## config.mk

```make
export PLATFORM = sky130hd
export DESIGN_NAME = rcdc_ctrl
export DESIGN_NICKNAME = d
export VERILOG_FILES = /design/src/rtl/core/rcdc_pkg.sv /design/src/rtl/core/rcdc_ctrl.sv
export VERILOG_INCLUDE_DIRS = /design/src /design/src/rtl/core
export SDC_FILE = /design/constraint.sdc
export NUM_CORES = 1
export LEC_CHECK = 0
export ABC_AREA = 1
export BUFFER_PORTS_ARGS = -buffer_cell sky130_fd_sc_hd__buf_2
export CAP_MARGIN = 20
export CORE_AREA = 2 2 39 41
export DETAILED_ROUTE_END_ITERATION = 8
export DIE_AREA = 0 0 41 43
export HOLD_SLACK_MARGIN = 0.03
export SLEW_MARGIN = 30
export SYNTH_ARGS = -nofsm -noshare
export SYNTH_HDL_FRONTEND = slang
export SYNTH_SLANG_ARGS = --single-unit
```

## constraint.sdc

```tcl
create_clock -name aclk -period 2.7 [get_ports aclk]
set_clock_uncertainty 0.15 [all_clocks]
set_input_delay 0.135 -clock aclk [delete_from_list [all_inputs] [get_ports aclk]]
set_output_delay 0.135 -clock aclk [all_outputs]
set_load 0.01 [all_outputs]
```

## src/rtl/core/assert_macros.svh

```systemverilog
// ---------------------------------------------------------------------------
// Assertion macros
// Shared concurrent assertion wrappers for the convolution core.
// ---------------------------------------------------------------------------
`ifndef ASSERT_MACROS_SVH
`define ASSERT_MACROS_SVH
`ifndef NO_ASSERTIONS
`define ASSERT_CLKED(lbl, clk, rstn, prop, msg) \
    lbl: assert property (@(posedge clk) disable iff (!rstn) prop) else $error(msg);
`define ASSERT_NEVER(lbl, clk, rstn, cond, msg) \
    lbl: assert property (@(posedge clk) disable iff (!rstn) !(cond)) else $error(msg);
`else
`define ASSERT_CLKED(lbl, clk, rstn, prop, msg)
`define ASSERT_NEVER(lbl, clk, rstn, cond, msg)
`endif
`endif

```

## src/rtl/core/rcdc_pkg.sv

```systemverilog
// ---------------------------------------------------------------------------
// rcdc_pkg
// Types and constants shared by the 3x3 convolution core.
// ---------------------------------------------------------------------------
package rcdc_pkg;

    localparam int MAX_WIDTH  = 1024;
    localparam int ADDR_W     = $clog2(MAX_WIDTH);
    localparam int PIX_W      = 24;
    localparam int CH_W       = 8;
    localparam int ACC_W      = 20;
    localparam int QUO_W      = 19;
    localparam int DIV_STEPS  = QUO_W;
    localparam int DCNT_W     = 5;
    localparam int COL_W      = 10;
    localparam int ROW_W      = 12;
    localparam int WIDTH_W    = 11;
    localparam int CFG_ADDR_W = 3;
    localparam int CFG_DATA_W = 24;

    localparam logic [CFG_ADDR_W-1:0] REG_KROW0   = 3'd0;
    localparam logic [CFG_ADDR_W-1:0] REG_KROW1   = 3'd1;
    localparam logic [CFG_ADDR_W-1:0] REG_KROW2   = 3'd2;
    localparam logic [CFG_ADDR_W-1:0] REG_DIVISOR = 3'd3;
    localparam logic [CFG_ADDR_W-1:0] REG_WIDTH   = 3'd4;
    localparam logic [CFG_ADDR_W-1:0] REG_HEIGHT  = 3'd5;

    typedef enum logic [2:0] {
        ST_IDLE,
        ST_READ,
        ST_SHIFT,
        ST_MAC,
        ST_DINIT,
        ST_DIV,
        ST_OUT
    } state_t;

    typedef struct packed {
        logic capture;
        logic rd_en;
        logic shift;
        logic mac_step;
        logic div_init;
        logic div_step;
        logic load_out;
    } cmd_t;

    typedef struct packed {
        logic interior;
        logic mac_last;
        logic div_last;
        logic out_full;
    } sts_t;

endpackage

```

## src/rtl/core/rcdc_ctrl.sv

```systemverilog
// ---------------------------------------------------------------------------
// rcdc_ctrl
// Sequencer that steps the datapath through read and window shift, then,
// for interior pixels only, accumulation, division and output load.
// ---------------------------------------------------------------------------
`include "assert_macros.svh"

module rcdc_ctrl (
    input  logic          aclk,
    input  logic          aresetn,
    input  logic          s_tvalid,
    output logic          s_tready,
    input  rcdc_pkg::sts_t sts,
    output rcdc_pkg::cmd_t cmd
);

    rcdc_pkg::state_t state_reg, state_next;

    always_ff @(posedge aclk) begin
        if (!aresetn) begin
            state_reg <= rcdc_pkg::ST_IDLE;
        end else begin
            state_reg <= state_next;
        end
    end

    always_comb begin
        state_next = state_reg;
        cmd        = '0;
        s_tready   = 1'b0;
        case (state_reg)
            rcdc_pkg::ST_IDLE: begin
                s_tready    = 1'b1;
                cmd.capture = s_tvalid;
                if (s_tvalid) begin
                    state_next = rcdc_pkg::ST_READ;
                end
            end
            rcdc_pkg::ST_READ: begin
                cmd.rd_en  = 1'b1;
                state_next = rcdc_pkg::ST_SHIFT;
            end
            rcdc_pkg::ST_SHIFT: begin
                cmd.shift  = 1'b1;
                state_next = sts.interior ? rcdc_pkg::ST_MAC : rcdc_pkg::ST_IDLE;
            end
            rcdc_pkg::ST_MAC: begin
                cmd.mac_step = 1'b1;
                if (sts.mac_last) begin
                    state_next = rcdc_pkg::ST_DINIT;
                end
            end
            rcdc_pkg::ST_DINIT: begin
                cmd.div_init = 1'b1;
                state_next   = rcdc_pkg::ST_DIV;
            end
            rcdc_pkg::ST_DIV: begin
                cmd.div_step = 1'b1;
                if (sts.div_last) begin
                    state_next = rcdc_pkg::ST_OUT;
                end
            end
            rcdc_pkg::ST_OUT: begin
                if (!sts.out_full) begin
                    cmd.load_out = 1'b1;
                    state_next   = rcdc_pkg::ST_IDLE;
                end
            end
            default: begin
                state_next = rcdc_pkg::ST_IDLE;
            end
        endcase
    end

    `ASSERT_CLKED(a_accept_to_read, aclk, aresetn,
        (s_tvalid && s_tready) |=> (state_reg == rcdc_pkg::ST_READ),
        "Accepted transfer did not start a line store read")
    `ASSERT_NEVER(a_load_when_full, aclk, aresetn, cmd.load_out && sts.out_full,
        "Output register loaded while still occupied")
    `ASSERT_CLKED(a_mac_to_div, aclk, aresetn,
        (cmd.mac_step && sts.mac_last) |=> cmd.div_init,
        "Division did not follow the last accumulation step")

endmodule

```

==> results_dict.tcl <==
set metrics [dict create \
    status "finished clean" \
    setup_tns_ps 0 \
    critPathRequiredTime_ps 2410 \
    clockBufferDepth 2 \
    rows 14 \
    die_area_sq_um 1760 \
    yosys_warnings 0 \
    cts_buffers 3 \
    cts_tree "done" \
    viasPerCell 4.13 \
    core_area_sq_um 1380 \
    holdCritPathClass "in2reg" \
    hold_buffers 1 \
    hpwl_um 545 \
    area_delta_synth_final_pct 33.6 \
    cts_post_setup_buffers_inserted 0 \
    first_pass_iters 4 \
    grt_pass1_vias 301 \
    antenna_found_initial 0 \
    setup_viol 0 \
    num_vias 343 \
    max_freq_mhz 657 \
    largest_reg_flops 3 \
    fin_crit_ps 1520 \
    synth.area.top_cells "dfxtp_1 19%, nand2_2 10%, nor2_1 8.5%" \
    start_util_pct 22.3 \
    hold_viol 0 \
    timing.slew.headroom_pct 73.9 \
    syn_inst 50 \
    critPathMaxFanout 9 \
    avgSynthCellArea_sq_um 6.18 \
    fp.dieH_um 43 \
    slew_viol_final 0 \
    rsz0062_at_grt "false" \
    layout-drive-gt1-share_pct 49.3 \
    clk_latency_ps 230 \
    power_leakage_uw 0.000227 \
    arrival_ps 1240 \
    critPathKind "reg2out" \
    syn-cell-area_sq_um 309 \
    drt_wl_total_um 649 \
    antennaDiodeCount 0 \
    ios 15 \
    endpoint_kind "output port" \
    postRouteAntennaNets 0 \
    synth_top_area_cell "dfxtp_1" \
    drv_cap 0 \
    portBuffers 14 \
    cts_resized 0 \
    grt_overflow_total 0 \
    wl_per_cell_um 7.82 \
    drcViolationCount 0 \
    powerDensity_nw_per_um2 839 \
    die_w_um 41 \
    whs_ps 90.4 \
    grt_max_degree 10 \
    ys_ff_latch 3 \
    drt-initial-drc-count 5 \
    crit_path_start_kind "flip-flop" \
    place_congestion 0.778 \
    tightest_slew_ps 392 \
    root_buffer "clkbuf_4" \
    synth_top_area_share_pct 19.4 \
    cts_sinks 3 \
    vdd_ir_drop_max_v 0.000176 \
    syn_nets 57 \
    clk_pin_slew_ps 40 \
    cts-htree-levels 1 \
    yosysSeqAreaShare_pct 19.4 \
    yosysUniqueCellTypes 16 \
    grt_pass1_wl_mm 1.11 \
    timing.final.crit_share_pct 56.4 \
    nets 75 \
    grt.total_usage_pct 9.53 \
]
-- layout make-up --
cell class	count	area, sq um
inverters	10	37.5
multi-input cells	35	189
repair buffers	15	80.1
fillers	162	971
flip-flops and latches	3	60.1
well taps	16	20.0
clock buffers	4	26.3
-- synth_stat cells --
cell type	count
nor2_1	7
nand2_1	6
inv_1	5
inv_2	5
nand2_2	5
a21oi_1	3
dfxtp_1	3
nor2_2	3
nor3_1	3
buf_6	2
nand3_1	2
nand3_2	2
a22oi_1	1
nand4_1	1
nor2_4	1
o21ai_0	1
-- cells by family after synthesis --
| kind of cell | after synthesis | synth area share, % |
|---|---|---|
| AND/OR/NAND/NOR | 30 | 52.2 |
| buffers and inverters | 12 | 19.4 |
| AO/OA/AOI/OAI | 5 | 8.90 |
| flip-flops | 3 | 19.4 |
-- path summary, 6_finish.rpt --
path | startpoint | end | slack (ps) | depth (start not counted)
min | sts[3] | state_reg[0] | 90 | 3
min reg2reg | state_reg[2] | state_reg[2] | 470 | 2
max reg2reg | state_reg[2] | state_reg[1] | 1320 | 7
max | state_reg[2] | cmd[0] | 1180 | 3
-- through the flow --
stage	instance area [sq um]	utilization, %	cells	total power (uW)	setup slack, ps
after floorplan	309	-	50	233	1490
after global placement	377	27.2	78	271	1330
after detailed placement	377	27.2	78	270	1300
after CTS	413	29.8	83	353	1160
after global routing	413	29.8	83	387	1050
final	413	29.8	83	346	1180
-- power breakdown --
part | switching [uW] | internal, uW
clock | 22.4 | 55.3
sequential | 34.6 | 58.4
combinational | 104 | 71.3
total | 161 | 185
-- critical path, stage by stage, from the launching register on --
cell and delay (ps):
dfxtp_1 550, inv_2 120, nor3_1 190, buf_2 160
-- layer usage --
layer / wire length, um / global-route usage [%]
met5: 0 / 0
met2: 321 / 13.1
met3: 34 / 4.71
met1: 292 / 10.9
met4: 0 / 6.67
-- cell usage in the layout (no fill, tap or decap) --
master and n:
nor2_2 3, nor3_1 3, clkbuf_4 3, o21ai_0 1, nand3_1 2, nand3_2 2, nand2_2 5, a22oi_1 1
nor2_1 7, inv_1 5, nand2_1 6, inv_2 5, buf_2 14, nand4_1 1, dfxtp_1 3, a21oi_1 3
clkbuf_1 1, nor2_4 1, dlygate4sd3_1 1
Power figures use the tool's default switching activity.
